<file path="src/rtl/core/fpfa_pkg.sv">
// Shared types, codes and default sizes for the fixed partition fit allocator.
package fpfa_pkg;

  localparam int unsigned NUM_PARTITIONS = 64;
  localparam int unsigned SIZE_BITS      = 16;

  localparam int unsigned ModeW   = 2;
  localparam int unsigned IndexW  = 6;
  localparam int unsigned SizeKbW = 16;
  localparam int unsigned StatusW = 2;
  localparam int unsigned CfgIdxW = 4;
  localparam int unsigned CfgDatW = 8;
  localparam int unsigned PolicyW = 2;
  localparam int unsigned PiuW    = 7;

  localparam logic [ModeW-1:0] MODE_LOAD    = 2'd0;
  localparam logic [ModeW-1:0] MODE_ALLOC   = 2'd1;
  localparam logic [ModeW-1:0] MODE_RESTART = 2'd2;

  localparam logic [PolicyW-1:0] FIT_FIRST = 2'd0;
  localparam logic [PolicyW-1:0] FIT_BEST  = 2'd1;
  localparam logic [PolicyW-1:0] FIT_WORST = 2'd2;

  localparam logic [StatusW-1:0] STATUS_DONE   = 2'd0;
  localparam logic [StatusW-1:0] STATUS_PLACED = 2'd1;
  localparam logic [StatusW-1:0] STATUS_NOFIT  = 2'd2;

  localparam logic [CfgIdxW-1:0] REG_FIT_POLICY = 4'd0;
  localparam logic [CfgIdxW-1:0] REG_PARTS_USED = 4'd1;

  typedef enum logic [3:0] {
    ST_IDLE    = 4'b0001,
    ST_RESTART = 4'b0010,
    ST_SCAN    = 4'b0100,
    ST_DONE    = 4'b1000
  } state_e;

endpackage

</file>
<file path="src/rtl/core/fpfa_item_if.sv">
// Input item channel: mode, partition index and size.
interface fpfa_item_if;
  import fpfa_pkg::*;

  logic               valid;
  logic               ready;
  logic [ModeW-1:0]   mode;
  logic [IndexW-1:0]  part_index;
  logic [SizeKbW-1:0] size_kb;

  modport source (output valid, mode, part_index, size_kb, input ready);
  modport sink   (input valid, mode, part_index, size_kb, output ready);
endinterface

</file>
<file path="src/rtl/core/fpfa_result_if.sv">
// Result channel: status, chosen partition and space left.
interface fpfa_result_if;
  import fpfa_pkg::*;

  logic               valid;
  logic               ready;
  logic [StatusW-1:0] status;
  logic [IndexW-1:0]  chosen_partition;
  logic [SizeKbW-1:0] left_kb;

  modport source (output valid, status, chosen_partition, left_kb, input ready);
  modport sink   (input valid, status, chosen_partition, left_kb, output ready);
endinterface

</file>
<file path="src/rtl/core/fpfa_cfg_if.sv">
// Configuration write channel: register index and write data.
interface fpfa_cfg_if;
  import fpfa_pkg::*;

  logic               valid;
  logic               ready;
  logic [CfgIdxW-1:0] index;
  logic [CfgDatW-1:0] data;

  modport source (output valid, index, data, input ready);
  modport sink   (input valid, index, data, output ready);
endinterface

</file>
<file path="src/rtl/core/fpfa_ram.sv">
// Generic single write port RAM with one registered read port.
module fpfa_ram #(
  parameter int unsigned Width = 16,
  parameter int unsigned Depth = 64,
  localparam int unsigned AddrW = (Depth > 1) ? $clog2(Depth) : 1
) (
  input  logic             clk_i,
  input  logic             we_i,
  input  logic [AddrW-1:0] waddr_i,
  input  logic [Width-1:0] wdata_i,
  input  logic [AddrW-1:0] raddr_i,
  output logic [Width-1:0] rdata_o
);

  logic [Width-1:0] mem_q [Depth];
  logic [Width-1:0] rdata_q;

  always_ff @(posedge clk_i) begin
    if (we_i) begin
      mem_q[waddr_i] <= wdata_i;
    end
    rdata_q <= mem_q[raddr_i];
  end

  assign rdata_o = rdata_q;

endmodule

</file>
<file path="src/rtl/core/fixed_partition_fit_allocator_top.sv">
// Top level: partition tables, scan sequencer and shared fit compare unit.
// Load and unused modes go straight to done; allocate scans the first L partitions, restart
//   reloads all N remaining sizes; L = partitions in use (saturated), N = table size.
// One RAM read per partition per cycle through a single subtract/compare unit.
// A new item is taken only in idle, once the last result is out; a waiting result adds stalls.
// Reset clears occupancy, state and config registers; size tables stay undefined until loaded.
module fixed_partition_fit_allocator_top #(
  parameter int unsigned NumPartitions = fpfa_pkg::NUM_PARTITIONS,
  parameter int unsigned SizeBits      = fpfa_pkg::SIZE_BITS
) (
  input  logic                  clk_i,
  input  logic                  rst_ni,
  fpfa_item_if.sink             in_i,
  fpfa_result_if.source         out_o,
  fpfa_cfg_if.sink              cfg_i
);
  import fpfa_pkg::*;

  localparam int unsigned AW = (NumPartitions > 1) ? $clog2(NumPartitions) : 1;
  localparam int unsigned CW = $clog2(NumPartitions + 1);
  localparam int unsigned SW = SizeBits;

  state_e             state_q, state_d;
  logic [CW-1:0]      issue_q, issue_d;
  logic               chk_vld_q, chk_vld_d;
  logic [AW-1:0]      chk_idx_q, chk_idx_d;
  logic [SW-1:0]      size_q, size_d;
  logic [CW-1:0]      limit_q, limit_d;
  logic               found_q, found_d;
  logic [AW-1:0]      pick_q, pick_d;
  logic [SW-1:0]      pick_left_q, pick_left_d;
  logic [NumPartitions-1:0] occ_q, occ_d;
  logic [StatusW-1:0] res_status_q, res_status_d;
  logic [AW-1:0]      res_part_q, res_part_d;
  logic [SW-1:0]      res_left_q, res_left_d;
  logic               out_vld_q, out_vld_d;
  logic [StatusW-1:0] out_status_q, out_status_d;
  logic [IndexW-1:0]  out_part_q, out_part_d;
  logic [SizeKbW-1:0] out_left_q, out_left_d;
  logic [PolicyW-1:0] policy_q;
  logic [PiuW-1:0]    piu_q;

  logic          orig_we;
  logic          rem_we;
  logic [AW-1:0] rem_waddr;
  logic [SW-1:0] rem_wdata;
  logic [SW-1:0] orig_rdata;
  logic [SW-1:0] rem_rdata;
  logic [SW:0]   diff;
  logic [SW-1:0] left;
  logic          fits;
  logic          better;
  logic          in_xfer;
  logic          scan_end;
  logic          rst_end;
  logic          load_ok;

  fpfa_ram #(.Width(SW), .Depth(NumPartitions)) u_orig_ram (
    .clk_i   (clk_i),
    .we_i    (orig_we),
    .waddr_i (AW'(in_i.part_index)),
    .wdata_i (SW'(in_i.size_kb)),
    .raddr_i (issue_q[AW-1:0]),
    .rdata_o (orig_rdata)
  );

  fpfa_ram #(.Width(SW), .Depth(NumPartitions)) u_rem_ram (
    .clk_i   (clk_i),
    .we_i    (rem_we),
    .waddr_i (rem_waddr),
    .wdata_i (rem_wdata),
    .raddr_i (issue_q[AW-1:0]),
    .rdata_o (rem_rdata)
  );

  assign in_i.ready  = (state_q == ST_IDLE);
  assign in_xfer     = in_i.valid && in_i.ready;
  assign load_ok     = (int'(in_i.part_index) < NumPartitions);
  assign cfg_i.ready = 1'b1;

  assign diff     = {1'b0, rem_rdata} - {1'b0, size_q};
  assign left     = diff[SW-1:0];
  assign fits     = !diff[SW] && !occ_q[chk_idx_q];
  assign scan_end = (issue_q == limit_q) && !chk_vld_q;
  assign rst_end  = (issue_q == CW'(NumPartitions)) && !chk_vld_q;

  always_comb begin
    case (policy_q)
      FIT_BEST:  better = !found_q || (left < pick_left_q);
      FIT_WORST: better = !found_q || (left > pick_left_q);
      default:   better = !found_q;
    endcase
  end

  always_comb begin
    state_d      = state_q;
    issue_d      = issue_q;
    chk_vld_d    = 1'b0;
    chk_idx_d    = issue_q[AW-1:0];
    size_d       = size_q;
    limit_d      = limit_q;
    found_d      = found_q;
    pick_d       = pick_q;
    pick_left_d  = pick_left_q;
    occ_d        = occ_q;
    res_status_d = res_status_q;
    res_part_d   = res_part_q;
    res_left_d   = res_left_q;
    orig_we      = 1'b0;
    rem_we       = 1'b0;
    rem_waddr    = AW'(in_i.part_index);
    rem_wdata    = SW'(in_i.size_kb);

    out_vld_d    = out_vld_q && !out_o.ready;
    out_status_d = out_status_q;
    out_part_d   = out_part_q;
    out_left_d   = out_left_q;

    case (state_q)
      ST_IDLE: begin
        if (in_xfer) begin
          size_d       = SW'(in_i.size_kb);
          issue_d      = '0;
          found_d      = 1'b0;
          res_status_d = STATUS_DONE;
          res_part_d   = '0;
          res_left_d   = '0;
          limit_d      = (int'(piu_q) > NumPartitions) ? CW'(NumPartitions) : CW'(piu_q);
          case (in_i.mode)
            MODE_LOAD: begin
              if (load_ok) begin
                orig_we = 1'b1;
                rem_we  = 1'b1;
                occ_d[AW'(in_i.part_index)] = 1'b0;
              end
              state_d = ST_DONE;
            end
            MODE_ALLOC: begin
              state_d = ST_SCAN;
            end
            MODE_RESTART: begin
              occ_d   = '0;
              state_d = ST_RESTART;
            end
            default: begin
              state_d = ST_DONE;
            end
          endcase
        end
      end
      ST_RESTART: begin
        if (issue_q != CW'(NumPartitions)) begin
          chk_vld_d = 1'b1;
          issue_d   = issue_q + 1'b1;
        end
        if (chk_vld_q) begin
          rem_we    = 1'b1;
          rem_waddr = chk_idx_q;
          rem_wdata = orig_rdata;
        end
        if (rst_end) begin
          state_d = ST_DONE;
        end
      end
      ST_SCAN: begin
        if (issue_q != limit_q) begin
          chk_vld_d = 1'b1;
          issue_d   = issue_q + 1'b1;
        end
        if (chk_vld_q && fits && better) begin
          found_d     = 1'b1;
          pick_d      = chk_idx_q;
          pick_left_d = left;
        end
        if (scan_end) begin
          if (found_q) begin
            rem_we       = 1'b1;
            rem_waddr    = pick_q;
            rem_wdata    = pick_left_q;
            occ_d[pick_q] = 1'b1;
            res_status_d = STATUS_PLACED;
            res_part_d   = pick_q;
            res_left_d   = pick_left_q;
          end else begin
            res_status_d = STATUS_NOFIT;
          end
          state_d = ST_DONE;
        end
      end
      ST_DONE: begin
        if (!out_vld_q || out_o.ready) begin
          out_vld_d    = 1'b1;
          out_status_d = res_status_q;
          out_part_d   = IndexW'(res_part_q);
          out_left_d   = SizeKbW'(res_left_q);
          state_d      = ST_IDLE;
        end
      end
      default: begin
        state_d = ST_IDLE;
      end
    endcase
  end

  always_ff @(posedge clk_i or negedge rst_ni) begin
    if (!rst_ni) begin
      state_q   <= ST_IDLE;
      issue_q   <= '0;
      chk_vld_q <= 1'b0;
      found_q   <= 1'b0;
      occ_q     <= '0;
      out_vld_q <= 1'b0;
      policy_q  <= FIT_FIRST;
      piu_q     <= '0;
    end else begin
      state_q   <= state_d;
      issue_q   <= issue_d;
      chk_vld_q <= chk_vld_d;
      found_q   <= found_d;
      occ_q     <= occ_d;
      out_vld_q <= out_vld_d;
      if (cfg_i.valid) begin
        case (cfg_i.index)
          REG_FIT_POLICY: policy_q <= cfg_i.data[PolicyW-1:0];
          REG_PARTS_USED: piu_q    <= cfg_i.data[PiuW-1:0];
          default:        ;
        endcase
      end
    end
  end

  always_ff @(posedge clk_i) begin
    chk_idx_q    <= chk_idx_d;
    size_q       <= size_d;
    limit_q      <= limit_d;
    pick_q       <= pick_d;
    pick_left_q  <= pick_left_d;
    res_status_q <= res_status_d;
    res_part_q   <= res_part_d;
    res_left_q   <= res_left_d;
    out_status_q <= out_status_d;
    out_part_q   <= out_part_d;
    out_left_q   <= out_left_d;
  end

  assign out_o.valid            = out_vld_q;
  assign out_o.status           = out_status_q;
  assign out_o.chosen_partition = out_part_q;
  assign out_o.left_kb          = out_left_q;

  a_restart_frees_all: assert property (@(posedge clk_i) disable iff (!rst_ni)
    (in_xfer && in_i.mode == MODE_RESTART) |=> (occ_q == '0))
    else $error("restart left a partition occupied");

  a_scan_in_range: assert property (@(posedge clk_i) disable iff (!rst_ni)
    (state_q == ST_SCAN && chk_vld_q) |-> (CW'(chk_idx_q) < limit_q))
    else $error("scan checked a partition outside the searched range");

  a_pick_in_range: assert property (@(posedge clk_i) disable iff (!rst_ni)
    (state_q == ST_SCAN && scan_end && found_q) |-> (CW'(pick_q) < limit_q))
    else $error("chosen partition outside the searched range");

  a_no_read_pending: assert property (@(posedge clk_i) disable iff (!rst_ni)
    (state_q == ST_DONE || state_q == ST_IDLE) |-> !chk_vld_q)
    else $error("table read still in flight after the sequence ended");

  a_placed_marked: assert property (@(posedge clk_i) disable iff (!rst_ni)
    (state_q == ST_SCAN && scan_end && found_q) |=> occ_q[$past(pick_q)])
    else $error("placed partition not marked occupied");

endmodule
</file>
<file path="src/flat_wrapper.sv">
// flat-port wrapper written by rule: the top's interface ports become plain ports
module fixed_partition_fit_allocator_top_flat import fpfa_pkg::*;
#(
  parameter int unsigned NumPartitions = fpfa_pkg::NUM_PARTITIONS,
  parameter int unsigned SizeBits      = fpfa_pkg::SIZE_BITS
)
  (clk_i, rst_ni, in_i_valid, in_i_mode, in_i_part_index, in_i_size_kb, in_i_ready, out_o_valid, out_o_status, out_o_chosen_partition, out_o_left_kb, out_o_ready, cfg_i_valid, cfg_i_index, cfg_i_data, cfg_i_ready);
  fpfa_item_if in_i_i ();
  fpfa_result_if out_o_i ();
  fpfa_cfg_if cfg_i_i ();
  input  logic clk_i;
  input  logic rst_ni;
  input wire logic [$bits(in_i_i.valid)-1:0] in_i_valid;
  input wire logic [$bits(in_i_i.mode)-1:0] in_i_mode;
  input wire logic [$bits(in_i_i.part_index)-1:0] in_i_part_index;
  input wire logic [$bits(in_i_i.size_kb)-1:0] in_i_size_kb;
  output wire logic [$bits(in_i_i.ready)-1:0] in_i_ready;
  output wire logic [$bits(out_o_i.valid)-1:0] out_o_valid;
  output wire logic [$bits(out_o_i.status)-1:0] out_o_status;
  output wire logic [$bits(out_o_i.chosen_partition)-1:0] out_o_chosen_partition;
  output wire logic [$bits(out_o_i.left_kb)-1:0] out_o_left_kb;
  input wire logic [$bits(out_o_i.ready)-1:0] out_o_ready;
  input wire logic [$bits(cfg_i_i.valid)-1:0] cfg_i_valid;
  input wire logic [$bits(cfg_i_i.index)-1:0] cfg_i_index;
  input wire logic [$bits(cfg_i_i.data)-1:0] cfg_i_data;
  output wire logic [$bits(cfg_i_i.ready)-1:0] cfg_i_ready;
  assign in_i_i.valid = in_i_valid;
  assign in_i_i.mode = in_i_mode;
  assign in_i_i.part_index = in_i_part_index;
  assign in_i_i.size_kb = in_i_size_kb;
  assign in_i_ready = in_i_i.ready;
  assign out_o_valid = out_o_i.valid;
  assign out_o_status = out_o_i.status;
  assign out_o_chosen_partition = out_o_i.chosen_partition;
  assign out_o_left_kb = out_o_i.left_kb;
  assign out_o_i.ready = out_o_ready;
  assign cfg_i_i.valid = cfg_i_valid;
  assign cfg_i_i.index = cfg_i_index;
  assign cfg_i_i.data = cfg_i_data;
  assign cfg_i_ready = cfg_i_i.ready;
  fixed_partition_fit_allocator_top #(.NumPartitions(NumPartitions), .SizeBits(SizeBits)) u_core (.clk_i(clk_i), .rst_ni(rst_ni), .in_i(in_i_i), .out_o(out_o_i), .cfg_i(cfg_i_i));
endmodule
</file>
<file path="config.mk">
export PLATFORM = sky130hd
export DESIGN_NAME = fixed_partition_fit_allocator_top_flat
export DESIGN_NICKNAME = d
export VERILOG_FILES = /design/src/rtl/core/fpfa_pkg.sv /design/src/rtl/core/fpfa_item_if.sv /design/src/rtl/core/fpfa_result_if.sv /design/src/rtl/core/fpfa_cfg_if.sv /design/src/rtl/core/fpfa_ram.sv /design/src/rtl/core/fixed_partition_fit_allocator_top.sv /design/src/flat_wrapper.sv
export SDC_FILE = /design/constraint.sdc
export NUM_CORES = 2
export LEC_CHECK = 0
export ABC_AREA = 1
export BUFFER_PORTS_ARGS = -buffer_cell sky130_fd_sc_hd__buf_2
export CAP_MARGIN = 5
export CORE_ASPECT_RATIO = 0.5
export CORE_MARGIN = 1
export CORE_UTILIZATION = 45
export DETAILED_ROUTE_END_ITERATION = 8
export PLACE_DENSITY_LB_ADDON = 0.05
export SLEW_MARGIN = 0
export SYNTH_ARGS = -nofsm -noshare
export SYNTH_HDL_FRONTEND = slang
export SYNTH_SLANG_ARGS = --single-unit
</file>
<file path="constraint.sdc">
create_clock -name clk_i -period 20.1 [get_ports clk_i]
set_clock_uncertainty 0.1 [all_clocks]
set_input_delay 3.015 -clock clk_i [delete_from_list [all_inputs] [get_ports clk_i]]
set_output_delay 3.015 -clock clk_i [all_outputs]
set_load 0.005 [all_outputs]
</file>
==> metrics.yaml <==
synth:
  synth_commonest_cells: "2141 x edfxtp_1, 1339 x nor2_1, 1136 x o21ai_0, 591 x nand2_1, 376 x clkbuf_1"
  synth-edff-count: 2141
  synth.most_common_cell: "edfxtp_1"
  synth_area_sq_mm: 0.0915
  synth_top_area_share_pct: 70.3
  synth.avg_cell_area_sq_um: 12.6
  ys_warn_count: 0
  synth_top_cells_by_area: "edfxtp_1 70%, o21ai_0 6.2%, nor2_1 5.5%"
  netlist_instances: 7284
  synthFlopType: "edfxtp_1"
  ys_types: 57
  synth_top_area_cell: "edfxtp_1"
  postSynthNetCount: 7364
  synth-async-reset-ratio_pct: 3.84
  ys_ff_latch: 2266
  ys_seq_area_share_pct: 73.5
die:
  dieHeight_um: 321
  num_io_pins: 68
  dieArea_sq_mm: 0.205
  core_area_sq_mm: 0.201
  initial_core_util_pct: 45.5
  row_count: 116
  dieWidth_um: 640
timing:
  max_freq_mhz: 139
  final-hold-violation-count: 0
  period_minus_slack_ps: 7180
  slew_headroom_pct: 11.6
  rsz0062_at_grt: "false"
  report.final.slew_viol_count: 0
  setup_viol: 0
  tns_ps: 0
  setup_ws_ps: 12920
  holdWs_ps: 324
  period_share_pct: 35.7
  worst_pin_slew_ps: 1320
setup_path:
  cp_max_fo: 128
  critPathSlowestCell: "buf_4"
  end_kind: "flip-flop"
  cp.required_ps: 20750
  reg2regPathDepth: 12
  critPathLaunch: "u_core.issue_q[0]"
  criticalPathCategory: "flip-flop to flip-flop"
  r2r-end: "u_core.u_orig_ram.rdata_o[15]"
  critPathLaunchType: "flip-flop"
  crit_top_cell: "buf_4"
  cpPeakStageDelay_ps: 840
  path_cells: "inv_8, buf_4, buf_4, buf_4, buf_4, buf_4, nor2_1, o21ai_0, o211ai_1, nand3_1, a21oi_1, nor2_1"
  rr_startpoint: "u_core.issue_q[0]"
  r2r_slack_ps: 12920
  cp.arrival_ps: 7830
run:
  cap_violations: 0
layout:
  fillers: 17200
  layout.nets: 7367
  drive_above_1_share_pct: 10.2
  register_area_sq_mm: 0.0672
  multi_input_area_sq_mm: 0.0219
  area_growth_pct: 11.2
placed_design:
  dp_hpwl_um: 167000
  gp_congestion: 0.895
  place_ws_ps: 13000
  io_buffers: 65
cts:
  cts_setup_buffers: 0
  cts_tree: "done"
  clkTransAtPathRegs_ps: 70
  clockRootBuffer: "clkbuf_16"
  clock_latency_ps: 860
  cts_max_level: 4
  cts_hold_buf: 0
  clk_path_buf_depth: 4
  cts_buffers: 208
  clock-sinks: 2266
  ctsResizeCount: 0
grt:
  grt_max_degree: 185
  grt_pass1_wl_um: 417000
  first_global_vias: 57100
  antenna_found_initial: 30
  globalRouteTotalUtil_pct: 28.3
  overflow: 0
min_path:
  min_to: "u_core.out_o.left_kb[14]"
  hp-class: "flip-flop to flip-flop"
  hp-start: "u_core.res_left_q[14]"
  min_path_cells: 0
run_status:
  status: "finished, final reports clean"
route:
  num_vias: 60800
  drc: 0
  post_drt_wl_per_cell_um: 29.0
  drtIter0Drc: 7405
  detail_route.first_pass.iterations: 6
  drt-vias-per-instance: 5.99
  ant_nets: 0
  wl_um: 294000
power:
  power_density_mw_per_mm2: 123
  p_leak_nw: 33.1
  vdd_drop_max_uv: 94.3
through the flow:
| stage | utilization [%] | std cells | cell area, sq um | total power, mW |
|---|---|---|---|---|
| floorplan | - | 7284 | 91500 | 7.48 |
| global placement | 47.3 | 9787 | 95100 | 8.53 |
| detailed placement | 47.3 | 9789 | 95100 | 8.59 |
| CTS | 50.6 | 10200 | 102000 | 12.5 |
| global route | 50.6 | 10200 | 102000 | 13.0 |
| finish | 50.6 | 10200 | 102000 | 12.5 |
layout by cell type (no fill, tap or decap), drive strengths merged, types with 3 or more instances in the layout:
cell type  count
nand4         33
diode          3
clkbuf       261
o22ai        326
a31oi          7
a21o           3
o211ai       123
nor3          37
clkinvlp       3
xnor2          7
o21ai       1142
nor2        1356
nand3        320
clkinv        84
o221ai       109
nand2        599
a211oi         4
a21oi        226
dfxtp         38
dfrtp         86
xor2          12
o21bai         7
edfxtp      2141
inv          167
buf          266
a22o          14
ha            38
o31ai          3
bufinv        22
worst max-delay path: cells and delay by family, from the launching register on:
family | cells | cell delay [ps]
AOI/OAI and AO/OA | 3 | 930
buffers and inverters | 6 | 4150
DFF | 1 | 810
and+or+nand+nor | 3 | 710
layout make-up:
class | instances | area share (%)
clock buffers | 260 | 5.42
well taps | 2714 | 3.34
clock inverters | 109 | 1.10
multi-input cells | 4377 | 21.5
inverters | 167 | 0.645
repair buffers | 267 | 1.97
flip-flops and latches | 2266 | 66.1
diodes | 3 | 0.00738
registers in the layout (all words and copies together), names as in the netlist, 2 cells and up:
signal	flops
u_core.u_orig_ram.mem_q	1024
u_core.u_rem_ram.mem_q	1024
u_core.occ_q	64
u_core.out_o.left_kb	16
u_core.pick_left_q	16
u_core.res_left_q	16
u_core.size_q	16
u_core.u_orig_ram.rdata_o	16
u_core.u_rem_ram.rdata_o	16
u_core.issue_q	7
u_core.limit_q	7
u_core.piu_q	7
u_core.chk_idx_q	6
u_core.out_o.chosen_partition	6
u_core.pick_q	6
u_core.res_part_q	6
u_core.state_q	4
u_core.out_o.status	2
u_core.policy_q	2
u_core.res_status_q	2
where the power goes:
| group | total [mW] | internal, mW | switching [mW] |
|---|---|---|---|
| Combinational | 2.90 | 0.688 | 2.21 |
| Clock | 3.99 | 2.22 | 1.76 |
| Sequential | 5.61 | 5.50 | 0.109 |
worst max path at each step:
stage                                     end  cells past startpoint
3_3_place_gp   u_core.u_rem_ram.mem_q[48][15]                      9
6_report        u_core.u_orig_ram.rdata_o[15]                     12
2_1_floorplan    u_core.u_rem_ram.mem_q[0][4]                      2
4_1_cts         u_core.u_orig_ram.rdata_o[15]                     12
5_1_grt         u_core.u_orig_ram.rdata_o[15]                     12
3_5_place_dp    u_core.u_orig_ram.rdata_o[15]                     12
cells by family after synthesis:
kind of cell | share of synthesized area [%]
other cells | 0.00410
buf+inv | 2.88
xor+xnor | 0.190
flops | 73.5
mux | 0.0232
fa+ha+maj | 0.541
compound gates | 12.4
simple gates | 10.5
routing by layer:
metal  routed length (um)  up-vias  GRT usage, %  part of all wire (%)
met5                   57        -             0                 0.019
met4                 6190       10          6.08                   2.1
met3                25800      336          5.18                   8.8
met2               128000     2592          41.9                    44
met1               134000    31100          43.5                    45
li1                     -    26800             -                     -
Note: power is estimated with default switching activity, not from simulation.
